--- config.mk ---
export PLATFORM = sky130hd
export DESIGN_NAME = bar_graph_glyph_renderer
export DESIGN_NICKNAME = d
export VERILOG_FILES = /design/src/hdl/bgr_pkg.sv /design/src/hdl/bar_graph_glyph_renderer.sv /design/src/hdl/bgr_window.sv /design/src/hdl/bgr_div.sv
export SDC_FILE = /design/constraint.sdc
export NUM_CORES = 1
export LEC_CHECK = 0
export BUFFER_PORTS_ARGS = -buffer_cell sky130_fd_sc_hd__buf_2
export CAP_MARGIN = 20
export CORE_ASPECT_RATIO = 1.75
export CORE_MARGIN = 2
export CORE_UTILIZATION = 30
export DETAILED_ROUTE_END_ITERATION = 7
export GPL_TIMING_DRIVEN = 0
export SYNTH_ARGS = -nofsm -noshare
export SYNTH_HDL_FRONTEND = slang
export SYNTH_SLANG_ARGS = --single-unit
--- constraint.sdc ---
create_clock -name clk_i -period 11.94 [get_ports clk_i]
set_input_delay 0.597 -clock clk_i [delete_from_list [all_inputs] [get_ports clk_i]]
set_output_delay 0.597 -clock clk_i [all_outputs]
set_load 0.05 [all_outputs]
--- src/hdl/bgr_pkg.sv ---
// ----------------------------------------------------------------------------
// bgr_pkg: shared types, constants and functions of the bar graph renderer
// Holds window geometry, level mapping constants, the glyph table and the
// request/response bundle of the iterative divider.
// ----------------------------------------------------------------------------
`default_nettype none

package bgr_pkg;

  // Window and display geometry
  localparam int WINDOW   = 16;
  localparam int ROWS     = 4;

  // Field widths
  localparam int SAMPLE_W = 16;
  localparam int COUNT_W  = 16;
  localparam int COL_W    = 4;
  localparam int ROW_W    = 2;
  localparam int GLYPH_W  = 8;

  // Derived widths
  localparam int XW      = (WINDOW > 1) ? $clog2(WINDOW) : 1;
  localparam int SPAN_W  = $clog2(WINDOW + 1);
  localparam int KW      = (ROWS > 1) ? $clog2(ROWS) : 1;
  localparam int DIFF_W  = SAMPLE_W + 1;

  // Level mapping: level = diff * (LEVEL_TOP - 1) / range + 1
  localparam int LEVEL_TOP = 32;
  localparam int QW        = $clog2(LEVEL_TOP);
  localparam int LVL_W     = QW + 1;
  localparam int NUM_W     = DIFF_W + QW;
  localparam int ROW_STEP  = 8;
  localparam int PART_W    = LVL_W + KW + 4;

  // Samples at or below this value are missing
  localparam logic signed [SAMPLE_W-1:0] MISS_LIMIT = -16'sd999;

  // Glyph codes
  localparam logic [GLYPH_W-1:0] GLYPH_FULL    = 8'd7;
  localparam logic [GLYPH_W-1:0] GLYPH_3QUART  = 8'd6;
  localparam logic [GLYPH_W-1:0] GLYPH_HALF    = 8'd5;
  localparam logic [GLYPH_W-1:0] GLYPH_QUART   = 8'd4;
  localparam logic [GLYPH_W-1:0] GLYPH_BLANK   = 8'd32;

  // Part thresholds
  localparam int PART_FULL   = 7;
  localparam int PART_3QUART = 5;
  localparam int PART_HALF   = 3;
  localparam int PART_QUART  = 1;

  // Divider request and response
  typedef struct packed {
    logic              start;
    logic [NUM_W-1:0]  num;
    logic [DIFF_W-1:0] den;
  } bgr_div_req_t;

  typedef struct packed {
    logic          done;
    logic [QW-1:0] quot;
  } bgr_div_rsp_t;

  // Map the part of a level that falls into one row to its glyph
  function automatic logic [GLYPH_W-1:0] glyph_for(input logic signed [PART_W-1:0] part);
    logic [GLYPH_W-1:0] g;
    if (part >= PART_W'(PART_FULL)) begin
      g = GLYPH_FULL;
    end else if (part >= PART_W'(PART_3QUART)) begin
      g = GLYPH_3QUART;
    end else if (part >= PART_W'(PART_HALF)) begin
      g = GLYPH_HALF;
    end else if (part >= PART_W'(PART_QUART)) begin
      g = GLYPH_QUART;
    end else begin
      g = GLYPH_BLANK;
    end
    return g;
  endfunction

endpackage

`default_nettype wire

--- src/hdl/bar_graph_glyph_renderer.sv ---
// ----------------------------------------------------------------------------
// bar_graph_glyph_renderer: top level of the bar graph glyph renderer
// Shift window, range scan, per-column level mapping and glyph output.
// ----------------------------------------------------------------------------
// While idle the block takes one sample per cycle into a 16-entry window. A
// sample marked end_of_buffer is stored and then starts a frame, during which
// in_stall_o is high: the block scans the whole window for the range, fixes the
// bounds, then gives each column a setup step, a pass through the shared
// shift-subtract divider when it lies inside the valid span (none otherwise),
// and four glyph transfers, bottom row first, each held while out_stall_i is
// high. frame_done_o marks the last glyph of the frame.
// ----------------------------------------------------------------------------
`default_nettype none

module bar_graph_glyph_renderer (
  input  wire logic                                clk_i,
  input  wire logic                                rst_ni,
  // sample channel
  input  wire logic                                in_valid_i,
  output logic                                     in_stall_o,
  input  wire logic signed [bgr_pkg::SAMPLE_W-1:0] sample_i,
  input  wire logic [bgr_pkg::COUNT_W-1:0]         valid_count_i,
  input  wire logic                                end_of_buffer_i,
  // glyph channel
  output logic                                     out_valid_o,
  input  wire logic                                out_stall_i,
  output logic [bgr_pkg::COL_W-1:0]                column_o,
  output logic [bgr_pkg::ROW_W-1:0]                row_o,
  output logic [bgr_pkg::GLYPH_W-1:0]              glyph_o,
  output logic                                     frame_done_o
);
  import bgr_pkg::*;

  typedef enum logic [2:0] {
    ST_IDLE,
    ST_SCAN,
    ST_RANGE,
    ST_PREP,
    ST_DIV,
    ST_EMIT
  } state_e;

  state_e                     state_q;
  logic [XW-1:0]              x_q;
  logic [KW-1:0]              k_q;
  logic [SPAN_W-1:0]          span_q;
  logic                       found_q;
  logic signed [SAMPLE_W-1:0] lo_q;
  logic signed [DIFF_W-1:0]   hi_q;
  logic [DIFF_W-1:0]          den_q;
  logic [LVL_W-1:0]           level_q;

  logic                       in_xfer;
  logic                       out_xfer;
  logic signed [SAMPLE_W-1:0] rd_data;
  logic                       in_span;
  logic                       present;
  logic signed [DIFF_W-1:0]   vsel;
  logic signed [DIFF_W:0]     diff_full;
  logic [DIFF_W-1:0]          diff;
  logic [SPAN_W-1:0]          span_d;
  logic signed [DIFF_W:0]     range_full;
  logic signed [PART_W-1:0]   part;
  bgr_div_req_t               div_req;
  bgr_div_rsp_t               div_rsp;

  assign in_xfer  = in_valid_i && !in_stall_o;
  assign out_xfer = out_valid_o && !out_stall_i;

  // Sample window
  bgr_window u_window (
    .clk_i       (clk_i),
    .rst_ni      (rst_ni),
    .push_i      (in_xfer),
    .push_data_i (sample_i),
    .rd_idx_i    (x_q),
    .rd_data_o   (rd_data)
  );

  // Shared divider
  bgr_div u_div (
    .clk_i  (clk_i),
    .rst_ni (rst_ni),
    .req_i  (div_req),
    .rsp_o  (div_rsp)
  );

  // Column selection, clamp and numerator of the level mapping
  always_comb begin
    in_span = SPAN_W'(x_q) >= (SPAN_W'(WINDOW) - span_q);
    present = rd_data > MISS_LIMIT;
    vsel    = present ? DIFF_W'(rd_data) : DIFF_W'(lo_q);
    if (vsel < DIFF_W'(lo_q)) begin
      vsel = DIFF_W'(lo_q);
    end
    if (vsel > hi_q) begin
      vsel = hi_q;
    end
    diff_full = (DIFF_W+1)'(vsel) - (DIFF_W+1)'(lo_q);
    diff      = diff_full[DIFF_W-1:0];
    div_req.start = (state_q == ST_PREP) && in_span;
    div_req.num   = (NUM_W'(diff) << QW) - NUM_W'(diff);
    div_req.den   = den_q;
  end

  // Clamp the span count and form the final range
  always_comb begin
    span_d     = (valid_count_i > COUNT_W'(WINDOW)) ? SPAN_W'(WINDOW)
                                                    : valid_count_i[SPAN_W-1:0];
    range_full = (DIFF_W+1)'(hi_q) - (DIFF_W+1)'(lo_q);
  end

  // Sequencer and range registers
  always_ff @(posedge clk_i or negedge rst_ni) begin
    if (!rst_ni) begin
      state_q <= ST_IDLE;
      x_q     <= '0;
      k_q     <= '0;
      span_q  <= '0;
      found_q <= 1'b0;
      lo_q    <= '0;
      hi_q    <= '0;
      den_q   <= '0;
      level_q <= '0;
    end else begin
      case (state_q)
        ST_IDLE: begin
          if (in_xfer && end_of_buffer_i) begin
            span_q  <= span_d;
            found_q <= 1'b0;
            x_q     <= '0;
            state_q <= ST_SCAN;
          end
        end
        ST_SCAN: begin
          if (in_span && present) begin
            found_q <= 1'b1;
            if (!found_q || rd_data < lo_q) begin
              lo_q <= rd_data;
            end
            if (!found_q || DIFF_W'(rd_data) > hi_q) begin
              hi_q <= DIFF_W'(rd_data);
            end
          end
          if (x_q == XW'(WINDOW - 1)) begin
            state_q <= ST_RANGE;
          end else begin
            x_q <= x_q + 1'b1;
          end
        end
        ST_RANGE: begin
          if (!found_q) begin
            lo_q  <= '0;
            hi_q  <= DIFF_W'(1);
            den_q <= DIFF_W'(1);
          end else if (hi_q == DIFF_W'(lo_q)) begin
            hi_q  <= DIFF_W'(lo_q) + 1'b1;
            den_q <= DIFF_W'(1);
          end else begin
            den_q <= range_full[DIFF_W-1:0];
          end
          x_q     <= '0;
          state_q <= ST_PREP;
        end
        ST_PREP: begin
          k_q <= '0;
          if (in_span) begin
            state_q <= ST_DIV;
          end else begin
            level_q <= '0;
            state_q <= ST_EMIT;
          end
        end
        ST_DIV: begin
          if (div_rsp.done) begin
            level_q <= LVL_W'(div_rsp.quot) + 1'b1;
            state_q <= ST_EMIT;
          end
        end
        ST_EMIT: begin
          if (out_xfer) begin
            if (k_q == KW'(ROWS - 1)) begin
              if (x_q == XW'(WINDOW - 1)) begin
                state_q <= ST_IDLE;
              end else begin
                x_q     <= x_q + 1'b1;
                state_q <= ST_PREP;
              end
            end else begin
              k_q <= k_q + 1'b1;
            end
          end
        end
        default: begin
          state_q <= ST_IDLE;
        end
      endcase
    end
  end

  // Glyph for the current row of the current column
  always_comb begin
    part = PART_W'(level_q) - PART_W'(ROW_STEP) * PART_W'(k_q);
  end

  // Drive the ports
  assign in_stall_o   = (state_q != ST_IDLE);
  assign out_valid_o  = (state_q == ST_EMIT);
  assign column_o     = COL_W'(x_q);
  assign row_o        = ROW_W'(KW'(ROWS - 1) - k_q);
  assign glyph_o      = glyph_for(part);
  assign frame_done_o = (x_q == XW'(WINDOW - 1)) && (k_q == KW'(ROWS - 1));

endmodule

`default_nettype wire

--- src/hdl/bgr_window.sv ---
// ----------------------------------------------------------------------------
// bgr_window: sample shift window
// Keeps the last WINDOW samples, oldest at index 0, with one read port.
// ----------------------------------------------------------------------------
`default_nettype none

module bgr_window (
  input  wire logic                                 clk_i,
  input  wire logic                                 rst_ni,
  input  wire logic                                 push_i,
  input  wire logic signed [bgr_pkg::SAMPLE_W-1:0]  push_data_i,
  input  wire logic [bgr_pkg::XW-1:0]               rd_idx_i,
  output logic signed [bgr_pkg::SAMPLE_W-1:0]       rd_data_o
);
  import bgr_pkg::*;

  logic signed [SAMPLE_W-1:0] win_q [WINDOW];

  // Shift in a new sample at the young end
  always_ff @(posedge clk_i or negedge rst_ni) begin
    if (!rst_ni) begin
      for (int i = 0; i < WINDOW; i++) begin
        win_q[i] <= '0;
      end
    end else if (push_i) begin
      for (int i = 0; i < WINDOW - 1; i++) begin
        win_q[i] <= win_q[i+1];
      end
      win_q[WINDOW-1] <= push_data_i;
    end
  end

  // Select one entry
  assign rd_data_o = win_q[rd_idx_i];

endmodule

`default_nettype wire

--- src/hdl/bgr_div.sv ---
// ----------------------------------------------------------------------------
// bgr_div: iterative restoring divider
// Produces a QW-bit quotient, one compare and subtract per cycle.
// The quotient must fit in QW bits.
// ----------------------------------------------------------------------------
`default_nettype none

module bgr_div (
  input  wire logic                  clk_i,
  input  wire logic                  rst_ni,
  input  wire bgr_pkg::bgr_div_req_t req_i,
  output bgr_pkg::bgr_div_rsp_t      rsp_o
);
  import bgr_pkg::*;

  localparam int SW = (QW > 1) ? $clog2(QW) : 1;
  localparam int CW = NUM_W + QW;

  logic              busy_q;
  logic              done_q;
  logic [SW-1:0]     step_q;
  logic [NUM_W-1:0]  rem_q;
  logic [DIFF_W-1:0] den_q;
  logic [QW-1:0]     quot_q;

  logic [CW-1:0]     trial;
  logic [CW-1:0]     shifted;
  logic              fits;

  // Compare the remainder against the shifted divisor
  always_comb begin
    shifted = CW'(den_q) << step_q;
    fits    = CW'(rem_q) >= shifted;
    trial   = CW'(rem_q) - shifted;
  end

  // Advance one quotient bit per cycle
  always_ff @(posedge clk_i or negedge rst_ni) begin
    if (!rst_ni) begin
      busy_q <= 1'b0;
      done_q <= 1'b0;
      step_q <= '0;
    end else begin
      done_q <= 1'b0;
      if (req_i.start) begin
        busy_q <= 1'b1;
        step_q <= SW'(QW - 1);
      end else if (busy_q) begin
        if (step_q == '0) begin
          busy_q <= 1'b0;
          done_q <= 1'b1;
        end else begin
          step_q <= step_q - 1'b1;
        end
      end
    end
  end

  // Remainder and quotient datapath
  always_ff @(posedge clk_i) begin
    if (req_i.start) begin
      rem_q  <= req_i.num;
      den_q  <= req_i.den;
      quot_q <= '0;
    end else if (busy_q && fits) begin
      rem_q          <= trial[NUM_W-1:0];
      quot_q[step_q] <= 1'b1;
    end
  end

  assign rsp_o.done = done_q;
  assign rsp_o.quot = quot_q;

endmodule

`default_nettype wire

==> out/results.ini, run 1 <==
[run_status]
outcome=completed

[setup_path]
crit_arrival_ns=11.85
worst_r2r_endpoint=u_div.rem_q[20]
critical_path.startpoint_type=register
critical_path.max_stage_delay_ns=0.79
worst-r2r-cell-count=47
timing.setup.critical_path_class=register to register
r2r-start=column_o[0]
cp_top_family=compound AO/OA/AOI/OAI gates
cp_max_fo=10
worstPathBufferInverterCount=8
critical_path_required_ns=12.24
setup_slack_of_the_worst_register_to_register_path_ns=0.39
critical_path.slowest_cell=sky130_fd_sc_hd__mux2i_1
endpoint_kind=register

[timing]
maxSlewViolCount=0
worst_slew_pin_slew_ns=1.14
fmax_mhz=86.6
period_needed_ns=11.55
setup_viol=0
fin_worst_skew_ns=0.0206
final_hold_viol_count=0
timing.max_slew.rel_slack_pct=24.0
timing.final.crit_share_pct=96.7

[synthesis]
synth_seq_cells=376
yosys.cell_types.count=95
synth_edf_count=39
postSynth.topFlopCell=sky130_fd_sc_hd__dfrtp_1
synth_area_leaders=sky130_fd_sc_hd__dfrtp_1 (36%), sky130_fd_sc_hd__mux2_2 (13%), sky130_fd_sc_hd__ha_1 (7.6%), sky130_fd_sc_hd__mux4_2 (6.7%), sky130_fd_sc_hd__edfxtp_1 (5.1%)
synth.yosys.warnings=0
synth_cells=2036
synth_area_per_cell_sq_um=11.4
synth_largest_area_cell=sky130_fd_sc_hd__dfrtp_1
mappedNetlistArea_sq_um=23100
async_reset_ff_share_pct=88.3
synth_top_area_share_pct=35.9
synth-seq-area-share_pct=41.4

[detailed_routing]
routed_wirelength_microns=67200
dr.first_iter.drc_count=1022
route.detailed.drc=0
routed_via_density=5.30
drt_pass1_iterations=5
route.vias.total=16921
wl_per_cell_microns=21.1
ant_nets=0

[placed_design]
placement.io_buffers=49
dp.cells=3112
placedInstanceArea_sq_um=24800
globalplace.congestion=0.931
dpl.hpwl_microns=52100

[floorplanning]
floorplan.die.width_microns=214
rows=134
start_util_pct=30.3
top_ports=54
core_region_area_sq_um=76300
die_y_microns=371
die_area_sq_um=79400

[cts]
cts-root-to-sink-buffers=3
clock_tree.htree_level_count=2
tritoncts_num_sinks=376
tritoncts.num_buffers=38
clock_tree_from_tritoncts=built
clk_pin_slew_worst_paths_ns=0.06
clk_latency_ns=0.57
library_cell_used_as_clock_root_buffer=sky130_fd_sc_hd__clkbuf_16

[pwr]
pwr_density_cell_nw_per_um2=98.9
design_power_total_w=0.00261
vdd_drop_max_v=0.000138
power_leakage_nw=11.7

[global_route]
grt_first_pass_wirelength_microns=103000
pin_count_of_the_biggest_net_entering_global_routing=128
first_global_vias=17957
grt.overflow.total=0
total_grt_usage_pct=16.7
antenna_found_initial=0

[finish]
drive_gt1_share_pct=26.2
number_of_standard_cells_in_the_final_layout_excluding_fillers=3191
utilization_pct=34.6
finalNetCount=2324
layout-area-overhead-vs-synth_pct=14.2
post-route-cell-area_sq_um=26400
layout.filler_cells=7576
num_antenna_cells=0
layout.cells.most_common_list=sky130_fd_sc_hd__dfrtp_1 (329), sky130_fd_sc_hd__mux2_2 (263), sky130_fd_sc_hd__ha_1 (141)
most_frequent_standard_cell_in_the_layout_excluding_fill_and_tap_cells=sky130_fd_sc_hd__dfrtp_1

[run]
cap_viol_max_count=0

[worst_hold_path]
hold_class=input port to async pin

worst reg2reg max path, delay by kind of cell, from the launching register on:
family	cells	cell delay (ns)
fa+ha+maj	6	1.99
flops	1	0.47
mux	2	1.34
compound gates	21	3.77
buf+inv	8	1.70
xor+xnor	2	0.50
simple gates	8	1.50
timing repair:
action                     in CTS  in global routing
pin swaps                       2                  4
setup endpoints to repair      14                 13
buffers inserted                3                  6
hold buffers                    0                  0
gates resized for setup        36                 25
report_power, final:
group	internal, W	leakage [nW]	switching [W]
clock network	0.000757	0.657	0.000532
logic	0.00000765	6.16	0.0000269
registers	0.00129	4.89	0
how the worst max path moves through the flow:
| stage | depth (start not counted) | startpoint | slack [ns] | to |
|---|---|---|---|---|
| 6_report | 47 | column_o[0] | 0.39 | u_div.rem_q[20] |
| 5_1_grt | 48 | column_o[0] | -0.04 | u_div.rem_q[16] |
| 4_1_cts | 50 | column_o[1] | 0.04 | u_div.rem_q[18] |
| 3_5_place_dp | 48 | column_o[3] | -1.79 | u_div.rem_q[21] |
| 3_3_place_gp | 48 | column_o[3] | -1.64 | u_div.rem_q[21] |
| 2_1_floorplan | 49 | column_o[1] | 1.51 | u_div.rem_q[18] |
Yosys cell counts (42+ instances only):
master                       n
sky130_fd_sc_hd__mux2_2    263
sky130_fd_sc_hd__dfrtp_1   332
sky130_fd_sc_hd__nor2_1     79
sky130_fd_sc_hd__o21ai_0   111
sky130_fd_sc_hd__clkbuf_1   52
sky130_fd_sc_hd__inv_1      87
sky130_fd_sc_hd__xnor2_1    59
sky130_fd_sc_hd__nand2_1   137
sky130_fd_sc_hd__a21oi_1    85
sky130_fd_sc_hd__mux2i_1    58
sky130_fd_sc_hd__mux4_2     69
sky130_fd_sc_hd__nand3_1    42
sky130_fd_sc_hd__ha_1      141
sequential cells by signal, indices dropped and copies added, names as in the netlist:
register        flops
u_div.done_q        1
u_div.step_q        3
state_q             3
u_div.busy_q        1
u_window.win_q    256
lo_q               16
found_q             1
level_q             6
column_o            4
u_div.den_q        17
span_q              5
den_q              17
k_q                 2
u_div.quot_q        5
u_div.rem_q        22
hi_q               17
cell type report:
class,instances,area (sq um),share of cell area (%)
buffer,96,598,2.26
clock buffer,55,1140,4.30
clock inverter,14,214,0.810
inverter,88,330,1.25
multi-input combinational,1479,12800,48.6
sequential,376,9580,36.3
tap,1020,1280,4.83
timing repair buffer,63,435,1.65
layer usage:
layer,vias up,global-route usage [%],share of wire [%]
met5,-,0,0
met4,0,14.2,9.5
met3,284,1.90,3.2
li1,7748,-,-
met2,485,32.5,55
met1,8404,15.3,33
cells by family (layout without fill, tap and decap cells):
family | after synthesis | after routing | synth area share [%]
AOI/OAI and AO/OA | 422 | 422 | 12.1
buffers and inverters | 184 | 316 | 3.76
xor gates and xnor gates | 90 | 90 | 3.47
DFF | 376 | 376 | 41.4
other | 1 | 4 | 0.0162
and+or+nand+nor | 426 | 426 | 9.06
muxes | 391 | 391 | 22.1
adders and majority gates | 146 | 146 | 8.02
stage by stage:
step                      hold slack (ns)  setup WS (ns)  setup TNS, ns
final                              0.0904          0.388              0
after global routing                0.142        -0.0352        -0.0475
after CTS                          0.0921         0.0375              0
after detailed placement            0.443          -1.79         -18.18
after global placement              0.439          -1.64         -16.51
after floorplan                     0.301           1.51              0
Note: power is estimated with default switching activity, not from simulation.
==> inputs of run 2 (changes only) <==
--- a/config.mk
+++ b/config.mk
@@ -5,6 +5,7 @@
 export SDC_FILE = /design/constraint.sdc
 export NUM_CORES = 1
 export LEC_CHECK = 0
+export ABC_AREA = 1
 export BUFFER_PORTS_ARGS = -buffer_cell sky130_fd_sc_hd__buf_2
 export CAP_MARGIN = 20
 export CORE_ASPECT_RATIO = 1.75
==> out/results.ini, run 2 <==
[synthesis]
synth_top_area_share_pct=35.2  ; -0.75 points
synth_area_leaders=sky130_fd_sc_hd__dfrtp_1 (35%), sky130_fd_sc_hd__nand2_1 (15%), sky130_fd_sc_hd__o21ai_0 (9.9%), sky130_fd_sc_hd__ha_1 (7.5%), sky130_fd_sc_hd__inv_1 (6.2%)
yosys.cell_types.count=55  ; -42%
synth_edf_count=39  ; unchanged
synth_seq_cells=376  ; unchanged
postSynth.topFlopCell=sky130_fd_sc_hd__dfrtp_1
synth.yosys.warnings=0  ; unchanged
mappedNetlistArea_sq_um=23600  ; +2.1%
post-synth-top-count-cell=sky130_fd_sc_hd__nand2_1
synth-seq-area-share_pct=40.5  ; -0.87 points
async_reset_ff_share_pct=88.3  ; unchanged
synth_largest_area_cell=sky130_fd_sc_hd__dfrtp_1
synth_cells=3219  ; +58%
synth_area_per_cell_sq_um=7.34  ; -35%
synth.top_cells.by_count=sky130_fd_sc_hd__nand2_1 (917), sky130_fd_sc_hd__o21ai_0 (467), sky130_fd_sc_hd__inv_1 (391)

[detailed_routing]
routed_via_density=5.00  ; -5.7%
route.detailed.drc=0  ; unchanged
routed_wirelength_microns=83500  ; +24%
routed-wl-met2_microns=44100  ; +20%
met3_length_microns=3010  ; +39%
route.vias.total=21901  ; +29%
wl_met1_microns=27700  ; +26%
wl_per_cell_microns=19.1  ; -9.5%
dr.first_iter.drc_count=1212  ; +19%
topRoutingLayerUsed=met4
drt_pass1_iterations=7  ; +2
ant_nets=0  ; unchanged

[timing]
final_hold_viol_count=0  ; unchanged
fmax_mhz=91.4  ; +5.6%
setup_viol=0  ; unchanged
fin_worst_skew_ns=0.0266  ; +0.00603 ns
maxSlewViolCount=0  ; unchanged
grt_setup_unrepaired=false
finalWorstSetupSlack_ns=1.00  ; +0.612 ns
timing.max_slew.rel_slack_pct=28.5  ; +4.5 points
period_needed_ns=10.94  ; -0.612 ns
worst_slew_pin_slew_ns=1.07  ; -0.0672 ns
tns_ns=0  ; unchanged
timing.final.crit_share_pct=91.6  ; -5.1 points

[placed_design]
globalplace.congestion=0.927  ; -0.46%
placement_setup_slack_ns=0.460  ; +2.25 ns
dpl.hpwl_microns=64900  ; +25%
placement.io_buffers=49  ; unchanged
placedInstanceArea_sq_um=25300  ; +2.1%

[finish]
most_frequent_standard_cell_in_the_layout_excluding_fill_and_tap_cells=sky130_fd_sc_hd__nand2_1
utilization_pct=34.0  ; -0.65 points
layout.filler_cells=8527  ; +13%
num_antenna_cells=0  ; unchanged
flip_flop_count_of_the_largest_register_after_layout=256  ; unchanged
reg_top3=u_window.win_q x256, u_div.rem_q x22
drive_gt1_share_pct=6.43  ; -20 points
post-route-cell-area_sq_um=26600  ; +0.67%
layout-area-overhead-vs-synth_pct=12.6
layout.cells.most_common_list=sky130_fd_sc_hd__nand2_1 (917), sky130_fd_sc_hd__o21ai_0 (466), sky130_fd_sc_hd__inv_1 (391)
largest-register=u_window.win_q
finalNetCount=3499  ; +51%

[global_route]
grt.overflow.total=0  ; unchanged
grt_first_pass_wirelength_microns=128000  ; +24%
antenna_found_initial=0  ; unchanged
pin_count_of_the_biggest_net_entering_global_routing=118  ; -7.8%
total_grt_usage_pct=20.5  ; +3.9 points
first_global_vias=22152  ; +23%

[setup_path]
path_common_cell=sky130_fd_sc_hd__nand2_1
timing.setup.critical_path_class=register to register
critical_path_required_ns=12.26  ; +0.02 ns
critical_path.startpoint_type=register
critical_path.slowest_cell=sky130_fd_sc_hd__dfrtp_1
endpoint_kind=register
cp_max_fo=10  ; unchanged
critical_path.max_stage_delay_ns=0.49  ; -0.30 ns
crit_arrival_ns=11.26  ; -0.59 ns

[cts]
tritoncts.num_buffers=39  ; +2.6%
clk_pin_slew_worst_paths_ns=0.06  ; about the same
clk_latency_ns=0.58  ; about the same
clock_tree.htree_level_count=2  ; unchanged
library_cell_used_as_clock_root_buffer=sky130_fd_sc_hd__clkbuf_16
cts-root-to-sink-buffers=3  ; unchanged
postCtsSetupBuffers=0  ; -3
tritoncts_num_sinks=376  ; unchanged
clock_tree_from_tritoncts=built

[run]
cap_viol_max_count=0  ; unchanged

[pwr]
power_frac_clock_pct=48.6  ; -0.7 points
vdd_drop_max_v=0.000130  ; -5.9%
design_power_total_w=0.00258  ; -1.3%
power_leakage_nw=12.7  ; +8.6%
p_comb_share_pct=1.4  ; about the same
net-switching-power_w=0.000592  ; +5.8%
internal_power_w=0.00199  ; -3.2%
power_frac_seq_pct=50.0  ; +0.7 points
p_sw_share_pct=22.9  ; +1.5 points
pwr_density_cell_nw_per_um2=97.0  ; -1.9%

[floorplanning]
start_util_pct=30.2  ; -0.14 points
core_region_area_sq_um=78300  ; +2.6%
die_area_sq_um=81100  ; +2.1%
floorplan.die.width_microns=216  ; +1.0%
die_y_microns=375  ; +1.1%
rows=136  ; +1.5%
top_ports=54  ; unchanged

[worst_hold_path]
hold_class=input port to register

[run_status]
outcome=completed

## run 2: cell types whose count changed after synthesis, sizes merged, moves of 40 or more
| cell | previous run | this run |
|---|---|---|
| a21oi | 90 | 199 |
| clkbuf | 53 | 93 |
| inv | 87 | 396 |
| mux2 | 263 | 1 |
| mux2i | 58 | 6 |
| mux4 | 70 | 0 |
| nand2 | 141 | 925 |
| nand3 | 43 | 163 |
| nor2 | 83 | 145 |
| o21ai | 130 | 495 |
| xnor2 | 60 | 12 |
## run 2: power by group through the flow
stage	Combinational (W)	Sequential, W	Clock, W
after floorplan	0.00000403	0.00131	0
after global placement	0.0000336	0.00131	0
after detailed placement	0.0000375	0.00131	0
after CTS	0.0000379	0.00129	0.00127
after global routing	0.0000414	0.00129	0.00132
final	0.0000361	0.00129	0.00125
## run 2: timing repair
action	CTS	global route
endpoints found under the setup margin	0	10
hold buffers	1	0
gates resized for setup	0	34
hold endpoints to repair	54	0
## run 2: cells by family after synthesis
kind of cell | Yosys count | share of synthesized area, %
AO/OA/AOI/OAI | 794 | 18.0
XOR/XNOR | 38 | 1.41
adder cells (fa/ha/maj) | 145 | 7.80
buffers and inverters | 544 | 9.31
flip-flops | 376 | 40.5
multiplexers | 7 | 0.302
other | 1 | 0.0159
AND/OR/NAND/NOR | 1314 | 22.6
## run 2: cell type report
class / instances / area [sq um] / share of cell area [%]
Tap cell: 1035 / 1290 / 4.87
Clock buffer: 55 / 1100 / 4.13
Multi-Input combinational cell: 2302 / 11900 / 44.7
Timing Repair Buffer: 54 / 362 / 1.36
Sequential cell: 376 / 9580 / 36.0
Inverter: 399 / 1500 / 5.63
Buffer: 145 / 724 / 2.72
Clock inverter: 12 / 151 / 0.569
## run 2: worst max-delay path: cells and delay by family, from the launching register on
family,cells,cell delay [ns]
flops,1,0.49
simple gates,44,5.22
compound gates,10,1.50
buf+inv,10,2.12
fa+ha+maj,4,1.35
## run 2: worst paths after layout
| check | start | to | slack (ns) | cells after the start |
|---|---|---|---|---|
| min | sample_i[2] | u_window.win_q[2] | 0.22 | 3 |
| min reg2reg | den_q[4] | u_div.den_q[4] | 0.44 | 0 |
| max reg2reg | column_o[2] | u_div.rem_q[20] | 1.0 | 68 |
| min in group asynchronous | rst_ni | u_window.win_q[68] | 0.53 | 2 |
| max in group asynchronous | rst_ni | u_window.win_q[191] | 9.57 | 5 |
| max | column_o[2] | u_div.rem_q[20] | 1.0 | 68 |
## run 2: layer usage
layer  up-vias  GRT usage, %
met5         -             0
met4         0          18.3
met3       322          2.31
met2       648          39.3
met1     10156          18.9
li1      10775             -
## run 2: stage by stage
stage          cells  hold WS (ns)
5_1_grt         4378         0.240
4_1_cts         4377         0.198
6_report        4378         0.216
2_1_floorplan   3222         0.301
3_3_place_gp    4306         0.434
3_5_place_dp    4309         0.435
